## config.mk

```make
export PLATFORM = sky130hd
export DESIGN_NAME = adv_manufacturer_command_extract
export DESIGN_NICKNAME = d
export VERILOG_FILES = /design/src/hdl/adv_mce_pkg.sv /design/src/hdl/adv_mce_cfg.sv /design/src/hdl/adv_mce_walk.sv /design/src/hdl/adv_manufacturer_command_extract.sv
export VERILOG_INCLUDE_DIRS = /design/src /design/src/hdl
export SDC_FILE = /design/constraint.sdc
export NUM_CORES = 1
export LEC_CHECK = 0
export BUFFER_PORTS_ARGS = -buffer_cell sky130_fd_sc_hd__buf_4
export CORE_ASPECT_RATIO = 2
export CORE_MARGIN = 2
export CORE_UTILIZATION = 35
export CTS_CLUSTER_DIAMETER = 200
export DETAILED_ROUTE_END_ITERATION = 8
export GPL_ROUTABILITY_DRIVEN = 0
export HOLD_SLACK_MARGIN = 0.08
export SYNTH_ARGS = -nofsm -noshare
export SYNTH_HDL_FRONTEND = slang
export SYNTH_HIERARCHICAL = 1
export SYNTH_SLANG_ARGS = --single-unit
export TNS_END_PERCENT = 1
```

## constraint.sdc

```tcl
create_clock -name clk -period 4.2 [get_ports clk]
set_input_delay 0.21 -clock clk [delete_from_list [all_inputs] [get_ports clk]]
set_output_delay 0.21 -clock clk [all_outputs]
set_load 0.1 [all_outputs]
```

## src/hdl/adv_manufacturer_command_extract_macros.svh

```systemverilog
// ----------------------------------------------------------------------------
// adv_manufacturer_command_extract_macros.svh
// Assertion macros shared by the advertising command extractor.
// ----------------------------------------------------------------------------
`ifndef ADV_MANUFACTURER_COMMAND_EXTRACT_MACROS_SVH
`define ADV_MANUFACTURER_COMMAND_EXTRACT_MACROS_SVH

// Property that must hold in the same cycle as its trigger
`define AMCE_ASSERT(name, clk, rst_n, ante, cons, msg) \
	name: assert property (@(posedge clk) disable iff (!rst_n) (ante) |-> (cons)) \
		else $error(msg);

// Property that must hold in the cycle after its trigger
`define AMCE_ASSERT_NEXT(name, clk, rst_n, ante, cons, msg) \
	name: assert property (@(posedge clk) disable iff (!rst_n) (ante) |=> (cons)) \
		else $error(msg);

`endif

```

## src/hdl/adv_mce_pkg.sv

```systemverilog
// ----------------------------------------------------------------------------
// adv_mce_pkg
// Types and constants of the advertising manufacturer command extractor.
// ----------------------------------------------------------------------------
package adv_mce_pkg;

	// Largest advertising payload handled, in bytes
	localparam int MAX_PACKET_BYTES = 31;
	localparam int CNT_W            = $clog2(MAX_PACKET_BYTES + 1);

	// Payload index: offsets are 5 bits, index saturates at 32
	localparam int OFS_W = 5;
	localparam int IDX_W = OFS_W + 1;

	// Reset values of the configuration registers
	localparam logic [7:0]  RST_AD_TYPE   = 8'hFF;
	localparam logic [15:0] RST_ADDR_TOP  = {8'h58, 8'h2B};
	localparam logic [4:0]  RST_SEQ_OFS   = 5'd6;
	localparam logic [4:0]  RST_CMD_OFS   = 5'd7;

	// Configuration register indexes
	typedef enum logic [1:0] {
		CFG_AD_TYPE  = 2'd0,
		CFG_ADDR_TOP = 2'd1,
		CFG_SEQ_OFS  = 2'd2,
		CFG_CMD_OFS  = 2'd3
	} cfg_idx_t;

	// Phase of the AD structure walk
	typedef enum logic [1:0] {
		PH_LENGTH = 2'd0,
		PH_TYPE   = 2'd1,
		PH_BODY   = 2'd2,
		PH_DONE   = 2'd3
	} phase_t;

	// Configuration register set
	typedef struct packed {
		logic [7:0]       ad_type;
		logic [15:0]      addr_top;
		logic [OFS_W-1:0] seq_ofs;
		logic [OFS_W-1:0] cmd_ofs;
	} cfg_t;

	// One input byte with its side information
	typedef struct packed {
		logic [7:0]  adv_byte;
		logic        first_byte;
		logic        last_byte;
		logic [15:0] sender_address_top;
	} item_t;

endpackage

```

## src/hdl/adv_mce_cfg.sv

```systemverilog
// ----------------------------------------------------------------------------
// adv_mce_cfg
// Configuration register file, written through a plain write port.
// ----------------------------------------------------------------------------
module adv_mce_cfg (
	input  logic               clk,
	input  logic               arst_n,
	input  logic               cfg_we,
	input  logic [1:0]         cfg_index,
	input  logic [15:0]        cfg_wdata,
	output adv_mce_pkg::cfg_t  cfg
);
	import adv_mce_pkg::*;

	cfg_t cfg_q;

	// Register writes
	always_ff @(posedge clk or negedge arst_n) begin
		if (!arst_n) begin
			cfg_q.ad_type  <= RST_AD_TYPE;
			cfg_q.addr_top <= RST_ADDR_TOP;
			cfg_q.seq_ofs  <= RST_SEQ_OFS;
			cfg_q.cmd_ofs  <= RST_CMD_OFS;
		end else if (cfg_we) begin
			unique case (cfg_idx_t'(cfg_index))
				CFG_AD_TYPE:  cfg_q.ad_type  <= cfg_wdata[7:0];
				CFG_ADDR_TOP: cfg_q.addr_top <= cfg_wdata;
				CFG_SEQ_OFS:  cfg_q.seq_ofs  <= cfg_wdata[OFS_W-1:0];
				CFG_CMD_OFS:  cfg_q.cmd_ofs  <= cfg_wdata[OFS_W-1:0];
			endcase
		end
	end

	assign cfg = cfg_q;

endmodule

```

## src/hdl/adv_mce_walk.sv

```systemverilog
// ----------------------------------------------------------------------------
// adv_mce_walk
// AD structure walk state, payload capture and the result register.
// ----------------------------------------------------------------------------
`include "adv_manufacturer_command_extract_macros.svh"

module adv_mce_walk (
	input  logic               clk,
	input  logic               arst_n,
	input  adv_mce_pkg::cfg_t  cfg,
	input  logic               step,       // process item this cycle
	input  adv_mce_pkg::item_t item,
	output logic               slot_free,  // result register can take a new value
	output logic               res_valid,
	input  logic               res_ready,
	output logic [15:0]        res_data    // command_byte, sequence_byte
);
	import adv_mce_pkg::*;

	// Walk state
	phase_t           phase_q, phase_n;
	logic [CNT_W-1:0] cnt_q, cnt_n;
	logic [7:0]       left_q, left_n;
	logic [IDX_W-1:0] idx_q, idx_n;
	logic             amatch_q, amatch_n;
	logic             inw_q, inw_n;
	logic [7:0]       cseq_q, cseq_n;
	logic [7:0]       ccmd_q, ccmd_n;
	logic [7:0]       lseq_q, lseq_n;

	// Result register
	logic             res_valid_q;
	logic [7:0]       res_cmd_q, res_seq_q;

	phase_t           ph;
	logic [CNT_W-1:0] cnt;
	logic             inw;
	logic [7:0]       left_dec;
	logic             finish;
	logic             emit;

	// Next state for one byte
	always_comb begin
		ph       = item.first_byte ? PH_LENGTH : phase_q;
		cnt      = item.first_byte ? '0 : cnt_q;
		inw      = item.first_byte ? 1'b0 : inw_q;
		amatch_n = item.first_byte ? (item.sender_address_top == cfg.addr_top) : amatch_q;
		left_dec = left_q - 8'd1;

		phase_n = ph;
		cnt_n   = cnt;
		inw_n   = inw;
		left_n  = left_q;
		idx_n   = idx_q;
		cseq_n  = cseq_q;
		ccmd_n  = ccmd_q;
		finish  = 1'b0;

		if (cnt >= CNT_W'(MAX_PACKET_BYTES)) begin
			// packet too long: stop the walk, byte ignored
			phase_n = PH_DONE;
		end else begin
			cnt_n = cnt + CNT_W'(1);
			unique case (ph)
				PH_LENGTH: begin
					if (item.adv_byte == 8'd0) begin
						phase_n = PH_DONE;
					end else begin
						left_n  = item.adv_byte;
						phase_n = PH_TYPE;
					end
				end
				PH_TYPE: begin
					left_n = left_dec;
					if (item.adv_byte == cfg.ad_type) begin
						inw_n  = 1'b1;
						idx_n  = '0;
						cseq_n = '0;
						ccmd_n = '0;
						if (left_dec == 8'd0) finish = 1'b1;
						else phase_n = PH_BODY;
					end else begin
						inw_n   = 1'b0;
						phase_n = (left_dec == 8'd0) ? PH_LENGTH : PH_BODY;
					end
				end
				PH_BODY: begin
					if (inw) begin
						if (idx_q == {1'b0, cfg.seq_ofs}) cseq_n = item.adv_byte;
						if (idx_q == {1'b0, cfg.cmd_ofs}) ccmd_n = item.adv_byte;
						// index saturates once past every reachable offset
						if (!idx_q[IDX_W-1]) idx_n = idx_q + IDX_W'(1);
					end
					left_n = left_dec;
					if (left_dec == 8'd0) begin
						if (inw) finish = 1'b1;
						else phase_n = PH_LENGTH;
					end
				end
				PH_DONE: begin
				end
			endcase
			if (finish) phase_n = PH_DONE;
			if (item.last_byte) phase_n = PH_DONE;
		end

		// new payload when the sequence byte changed
		emit   = finish && amatch_n && (cseq_n != lseq_q);
		lseq_n = emit ? cseq_n : lseq_q;
	end

	// State registers
	always_ff @(posedge clk or negedge arst_n) begin
		if (!arst_n) begin
			phase_q  <= PH_LENGTH;
			cnt_q    <= '0;
			left_q   <= '0;
			idx_q    <= '0;
			amatch_q <= 1'b0;
			inw_q    <= 1'b0;
			cseq_q   <= '0;
			ccmd_q   <= '0;
			lseq_q   <= '0;
		end else if (step) begin
			phase_q  <= phase_n;
			cnt_q    <= cnt_n;
			left_q   <= left_n;
			idx_q    <= idx_n;
			amatch_q <= amatch_n;
			inw_q    <= inw_n;
			cseq_q   <= cseq_n;
			ccmd_q   <= ccmd_n;
			lseq_q   <= lseq_n;
		end
	end

	assign slot_free = !res_valid_q || res_ready;

	// Result register
	always_ff @(posedge clk or negedge arst_n) begin
		if (!arst_n) begin
			res_valid_q <= 1'b0;
		end else if (step) begin
			res_valid_q <= emit;
		end else if (res_ready) begin
			res_valid_q <= 1'b0;
		end
	end

	always_ff @(posedge clk) begin
		if (step && emit) begin
			res_cmd_q <= ccmd_n;
			res_seq_q <= cseq_n;
		end
	end

	assign res_valid = res_valid_q;
	assign res_data  = {res_seq_q, res_cmd_q};

	// Checks
	`AMCE_ASSERT(a_no_overwrite, clk, arst_n, step, !res_valid_q || res_ready, "result overwritten")
	`AMCE_ASSERT_NEXT(a_emit_ends_walk, clk, arst_n, step && emit, phase_q == PH_DONE, "walk open after result")
	`AMCE_ASSERT_NEXT(a_emit_keeps_seq, clk, arst_n, step && emit, lseq_q == res_seq_q, "sequence not kept")
	`AMCE_ASSERT(a_cnt_bound, clk, arst_n, 1'b1, cnt_q <= CNT_W'(MAX_PACKET_BYTES), "byte count overrun")

endmodule

```

## src/hdl/adv_manufacturer_command_extract.sv

```systemverilog
// ----------------------------------------------------------------------------
// adv_manufacturer_command_extract
// Advertising packet walker that extracts a manufacturer command byte.
// ----------------------------------------------------------------------------
// Takes one advertising byte per cycle (tuser marks the first byte of a packet,
// tlast the last) and walks its length/type structures. At the first structure
// of the configured AD type, if it fits in the packet and the sender address
// matched, the bytes at the sequence and command offsets are picked out; a new
// sequence value gives one request on the master side. Throughput is one byte
// per clock; each byte passes the input register, then the walk logic into the
// result register; the input stalls only while a result is held unread.
// Configuration registers are written through cfg_we/cfg_index/cfg_wdata and
// should only change while no packet is in flight.
module adv_manufacturer_command_extract (
	input  logic        clk,
	input  logic        arst_n,
	// configuration
	input  logic        cfg_we,
	input  logic [1:0]  cfg_index,
	input  logic [15:0] cfg_wdata,
	// byte stream in
	input  logic        s_tvalid,
	output logic        s_tready,
	input  logic [23:0] s_tdata,    // [7:0] adv_byte, [23:8] sender_address_top
	input  logic        s_tlast,    // last_byte
	input  logic        s_tuser,    // first_byte
	// command out
	output logic        m_tvalid,
	input  logic        m_tready,
	output logic [15:0] m_tdata     // [7:0] command_byte, [15:8] sequence_byte
);
	import adv_mce_pkg::*;

	cfg_t  cfg;
	item_t item_s1;
	logic  valid_s1;
	logic  slot_free;
	logic  step;
	logic  accept;

	adv_mce_cfg u_cfg (
		.clk       (clk),
		.arst_n    (arst_n),
		.cfg_we    (cfg_we),
		.cfg_index (cfg_index),
		.cfg_wdata (cfg_wdata),
		.cfg       (cfg)
	);

	// Input register handshake
	assign step     = valid_s1 && slot_free;
	assign s_tready = !valid_s1 || slot_free;
	assign accept   = s_tvalid && s_tready;

	always_ff @(posedge clk or negedge arst_n) begin
		if (!arst_n) begin
			valid_s1 <= 1'b0;
		end else if (accept) begin
			valid_s1 <= 1'b1;
		end else if (step) begin
			valid_s1 <= 1'b0;
		end
	end

	always_ff @(posedge clk) begin
		if (accept) begin
			item_s1.adv_byte           <= s_tdata[7:0];
			item_s1.sender_address_top <= s_tdata[23:8];
			item_s1.first_byte         <= s_tuser;
			item_s1.last_byte          <= s_tlast;
		end
	end

	adv_mce_walk u_walk (
		.clk       (clk),
		.arst_n    (arst_n),
		.cfg       (cfg),
		.step      (step),
		.item      (item_s1),
		.slot_free (slot_free),
		.res_valid (m_tvalid),
		.res_ready (m_tready),
		.res_data  (m_tdata)
	);

endmodule
```

Yosys cells after proc, flatten, opt, wreduce, memory -nomap -nowiden

Cells that the tools add are included.

Flip-flop bits (word level): 125
Logic and storage cells: 112

Add/subtract/negate cells: 3
Order comparisons: 1
Equal/unequal tests: 14
Muxes and demuxes: 45
Bitwise operators: 1
Reduce and logical (&&, ||, !) cells: 26

Operators with widths:

| cell                                                                   | count |
|---|---|
| 8-bit two-way mux                                                      | 9 |
| 8-bit case mux with 2 select lines                                     | 3 |
| 2-bit two-way mux                                                      | 10 |
| 6-bit two-way mux                                                      | 3 |
| 16-bit equality test                                                   | 1 |
| 8-bit zero test                                                        | 2 |
| 1-bit two-way mux                                                      | 15 |
| 6-bit by 5-bit equality test with 1-bit output                         | 2 |
| 6-bit case mux with 2 select lines                                     | 1 |
| 5-bit two-way mux                                                      | 2 |
| 2-bit AND reduction                                                    | 5 |
| 8-bit equality test                                                    | 1 |
| 8-bit != test                                                          | 1 |
| 2-bit nonzero test                                                     | 4 |
| 8-bit by 1-bit subtractor with 8-bit output (second input constant)    | 1 |
| 6-bit by 1-bit adder with 6-bit output (second input constant)         | 1 |
| 2-bit equality test (second input constant)                            | 3 |
| 2-bit case mux with 3 select lines                                     | 1 |
| 6-bit AND reduction                                                    | 1 |
| 5-bit by 1-bit adder with 5-bit output (second input constant)         | 1 |
| 5-bit >= comparator (second input constant)                            | 1 |
| 1-bit logical AND                                                      | 5 |
| 5-bit AND reduction                                                    | 1 |
| 2-bit by 1-bit equality test with 1-bit output (second input constant) | 2 |
| 9 further kinds                                                        | 14 |

Longest topological paths before layout

Word-level depth: 10
Gate-level depth with buffers: 15

Modules after synthesis

Netlist, hierarchy kept.

By module, submodules not included:

| module                           | instances | cells an instance | area an instance (µm²) | seq. area each (µm²) |
|---|---|---|---|---|
| adv_mce_walk                     | 1         | 359               | 3714.8                 | 1681.6 |
| adv_mce_cfg                      | 1         | 73                | 1321.3                 | 875.8 |
| adv_manufacturer_command_extract | 1         | 31                | 840.8                  | 805.8 |

Worst setup path after synthesis

OpenSTA, ideal clock, no wires.

Path kind: flip-flop to flip-flop
Start point: register item_s1[17] (netlist bit)
End point: register u_walk.res_cmd_q[0] (enable)
Arrival time: 3418 ps
Required time: 3872 ps
Slack: 453 ps
Cell stages (with the launch flop): 15
Path buffers: 1
Clock period less this slack: 3747 ps
Cell sequence: edfxtp_1 -> clkbuf_1 -> nor2b_1 -> ha_1 -> and4_1 -> ha_1 -> nor2b_1 -> o21ai_1 -> nor3_2 -> a22oi_1 -> o2bb2ai_1 -> xnor2_1 -> nand4_1 -> o41ai_4 -> inv_1

Elaborated cells between the ends (all ways): 19

RTL lines:

| what                                                        | line                                   | source |
|---|---|---|
| start: declaration                                          | adv_manufacturer_command_extract.sv:35 | `item_t item_s1;` |
| branches (longest 3 deep; another with 5-bit >= comparator) | n/a                                    |  |
| 8-bit two-way mux *                                         | adv_mce_walk.sv:59                     | `if (cnt >= CNT_W'(MAX_PACKET_BYTES)) begin` |
| named net u_walk.cseq_n[4]                                  | adv_mce_walk.sv:27                     | `logic [7:0] cseq_q, cseq_n;` |
| 8-bit != test *                                             | adv_mce_walk.sv:108                    | `emit = finish && amatch_n && (cseq_n != lseq_q);` |
| 1-bit logical AND *                                         | adv_mce_walk.sv:108                    |  |
| 1-bit logical AND *                                         | adv_mce_walk.sv:151                    | `if (step && emit) begin` |
| end signal: assignment                                      | adv_mce_walk.sv:152                    | `res_cmd_q <= ccmd_n;` |
| end: declaration                                            | adv_mce_walk.sv:33                     | `logic [7:0] res_cmd_q, res_seq_q;` |

Mark *: on every way through the listed nets, which the timed path passes. The select of a mux whose other input is x is not followed.
A chain may end at the register's enable or synchronous reset.

Worst setup path after layout

Start point: register item_s1[17] (netlist bit)
End point: register u_walk.res_cmd_q[3] (enable)

The elaborated chain is that of the path after synthesis.

==> impl_metrics.py <==
metrics = {
    "floorplan": {
        "design.core.area_um2": 16600,
        "start_util": 0.354,
        "pin_count": 67,
        "fp.dieH_um": 187,
        "fp-row-count": 67,
        "die-area_um2": 17900,
        "die_w_um": 95.6,
    },
    "drt": {
        "avgRoutedWirePerCell_um": 16.3,
        "drc": 0,
        "avgViaCountPerCell": 5.05,
        "finalWirelength_um": 13300,
        "vias": 4118,
        "first_pass_iters": 4,
        "ant_nets": 0,
        "drtIter0Drc": 236,
    },
    "clocking": {
        "path_clk_slew_ps": 60,
        "hold_buffers": 44,
        "cts_buffers": 17,
        "cts_num_sinks": 125,
        "htreeDepth": 4,
        "cts_tree": "yes",
        "insertion_delay_ps": 410,
        "cts_post_setup_buffers_inserted": 0,
        "clockBufferDepth": 2,
        "ctsResizeCount": 0,
        "cts_root_buf": "clkbuf_16",
    },
    "worst_setup_path": {
        "critPathKind": "reg -> reg",
        "crit_required_ps": 4350,
        "cp-start-kind": "flop",
        "worstPathMaxFanout": 13,
        "end_kind": "flop",
        "worstPathArrival_ps": 4020,
    },
    "place": {
        "pre_cts_slack_ps": 425,
        "io_buffer_count": 66,
        "dpl.hpwl_um": 9070,
    },
    "sta": {
        "min_period_over_period": 0.921,
        "maxSlewViolCount": 0,
        "hold_slack_ps": 160,
        "fmax_mhz": 259,
        "setup_slack_ps": 332,
        "tightest_slew_ps": 715,
        "fin_skew_ps": 13.5,
        "rsz0062_at_grt": "false",
        "setup-violations-final": 0,
        "tns_ps": 0,
        "slew_headroom": 0.519,
        "fin_crit_ps": 3870,
        "finalHoldViolCount": 0,
    },
    "power_and_ir_drop": {
        "p_switching_mw": 1.01,
        "clkPwrFrac": 0.425,
        "power.internal_mw": 2.82,
        "powerDensity_nw_per_um2": 491,
        "p_total_mw": 3.83,
        "max-vdd-ir-drop_mv": 0.331,
        "power_leakage_nw": 3.22,
        "comb_power_share": 0.164,
        "power_frac_seq": 0.412,
        "switching_share": 0.263,
    },
    "yosys": {
        "synth-seq-cells": 125,
        "ys_warn_count": 6,
        "async_flop_share": 0.664,
        "synth_area_leaders": "dfrtp_1, edfxtp_1, mux2_2",
        "synth_edf_count": 42,
        "syn_inst": 463,
        "synth_flop_cell": "dfrtp_1",
        "synth_top_area_share": 0.268,
        "ys_seq_area_frac": 0.572,
        "synth_common_cells": "dfrtp_1, mux2_2, edfxtp_1",
        "synth_top_area_cell": "dfrtp_1",
        "yosysMostFrequentCell": "dfrtp_1",
        "syn_area_um2": 5880,
        "synth_cell_types": 58,
        "avgSynthCellArea_um2": 12.7,
        "syn_nets": 521,
    },
    "final_layout": {
        "nets": 654,
        "num-fill-cells": 1505,
        "n_antenna_cell": 0,
        "drive_above_1_share": 0.327,
        "area_growth_pct": 32.7,
    },
    "min_path": {
        "min_path_type": "in -> reg",
    },
    "global_route": {
        "grt_pass1_vias": 4307,
        "grt_max_degree": 49,
        "grtUsageTotal": 0.159,
        "grt_pass1_wl_um": 21600,
        "grt.overflow.total": 0,
        "antenna_found_initial": 0,
    },
    "run_status": {
        "status": "complete, no violations",
    },
    "job": {
        "drv_cap": 0,
    },
}
==> worst max-delay path, stage by stage (launching register included) <==
cell and delay, ps:
edfxtp_1 430, nand2b_1 180, inv_1 50, ha_1 210, and4_1 210, ha_1 230, nor2b_1 120, o21ai_1 160
nor3_2 410, a22oi_1 120, o2bb2ai_1 240, xnor2_1 150, nand4_1 170, o41ai_4 590, inv_1 110, buf_4 220
==> state kept, by name, summed over array words and instances, names as in the netlist, 2 cells and up <==
| name | cells |
|---|---|
| u_walk/phase_q | 2 |
| u_walk/cseq_q | 8 |
| u_walk/cnt_q | 5 |
| u_walk/res_seq_q | 8 |
| item_s1 | 26 |
| u_walk/res_cmd_q | 8 |
| u_walk/lseq_q | 8 |
| u_walk/idx_q | 6 |
| u_walk/ccmd_q | 8 |
| u_walk/left_q | 8 |
| u_cfg/cfg | 34 |
==> per-stage QoR <==
stage | util | instances | cell area [um^2]
floorplan | - | 463 | 5880
global route | 0.470 | 816 | 7800
finish | 0.470 | 816 | 7800
CTS | 0.470 | 816 | 7800
global placement | 0.404 | 740 | 6700
detailed placement | 0.404 | 740 | 6700
==> area by class of cell <==
type                            instances  area (um^2)  area share
Clock buffer                           17          425      0.0546
Clock inverter                         15          234      0.0300
Inverter                               16         60.1     0.00770
Multi-Input combinational cell        308         2380       0.306
Sequential cell                       125         3360       0.431
Tap cell                              207          259      0.0332
Timing Repair Buffer                  128         1070       0.137
==> logic make-up (layout without fill, tap and decap cells) <==
kind of cell / after synthesis / count (layout) / share of synthesized area
flip-flops: 125 / 125 / 0.572
AND/OR/NAND/NOR: 102 / 102 / 0.0986
AO/OA/AOI/OAI: 100 / 100 / 0.122
multiplexers: 52 / 52 / 0.0992
XOR/XNOR: 45 / 45 / 0.0671
buffers and inverters: 30 / 176 / 0.0219
adder cells (fa/ha/maj): 9 / 9 / 0.0192
==> final timing paths <==
| kind | startpoint | to | slack (ps) | cells after the start |
|---|---|---|---|---|
| min in group asynchronous | arst_n | u_walk/idx_q[0] | 300 | 2 |
| worst max-delay path | item_s1[17] | u_walk/res_cmd_q[3] | 330 | 15 |
| worst min-delay path | m_tready | u_walk/res_valid | 160 | 3 |
| worst max register to register | item_s1[17] | u_walk/res_cmd_q[3] | 330 | 15 |
| max in group asynchronous | arst_n | u_walk/phase_q[0] | 2910 | 3 |
| worst min register to register | u_walk/phase_q[1] | u_walk/phase_q[1] | 520 | 1 |
==> cells in the final DEF (no fill, tap or decap), types with 3 or more instances in the layout <==
| cell | instances |
|---|---|
| a22oi_2 | 3 |
| clkbuf_16 | 17 |
| nand4_1 | 7 |
| dfrtp_1 | 63 |
| nor4_1 | 7 |
| nand2_1 | 16 |
| a22oi_1 | 5 |
| o211ai_1 | 3 |
| a21oi_1 | 24 |
| inv_6 | 4 |
| dlygate4sd3_1 | 44 |
| inv_1 | 15 |
| nand2b_1 | 5 |
| nor3_1 | 5 |
| nor2b_1 | 3 |
| edfxtp_1 | 42 |
| mux2_2 | 49 |
| buf_4 | 84 |
| clkinv_4 | 3 |
| o21ai_0 | 19 |
| nor2_1 | 27 |
| xor2_1 | 28 |
| xnor2_1 | 17 |
| o22ai_1 | 5 |
| a22o_1 | 22 |
| nand3_1 | 12 |
| o2bb2ai_1 | 4 |
| dfstp_2 | 20 |
| bufinv_16 | 5 |
| ha_1 | 9 |
==> power groups by stage <==
stage	sequential [mW]	clock [mW]	combinational, mW
after global placement	1.59	0	0.578
after floorplan	1.56	0	0.437
after global routing	1.60	1.72	0.693
after detailed placement	1.60	0	0.595
final	1.58	1.63	0.627
after CTS	1.57	1.66	0.629
==> layer usage <==
metal	GRT usage	up-vias	wire length (um)
li1	-	1990	-
met1	0.188	2022	5420
met2	0.274	87	7260
met3	0.0359	19	373
met4	0.0604	0	216
met5	0	-	0
No activity file was read; power rests on OpenSTA's default activity.
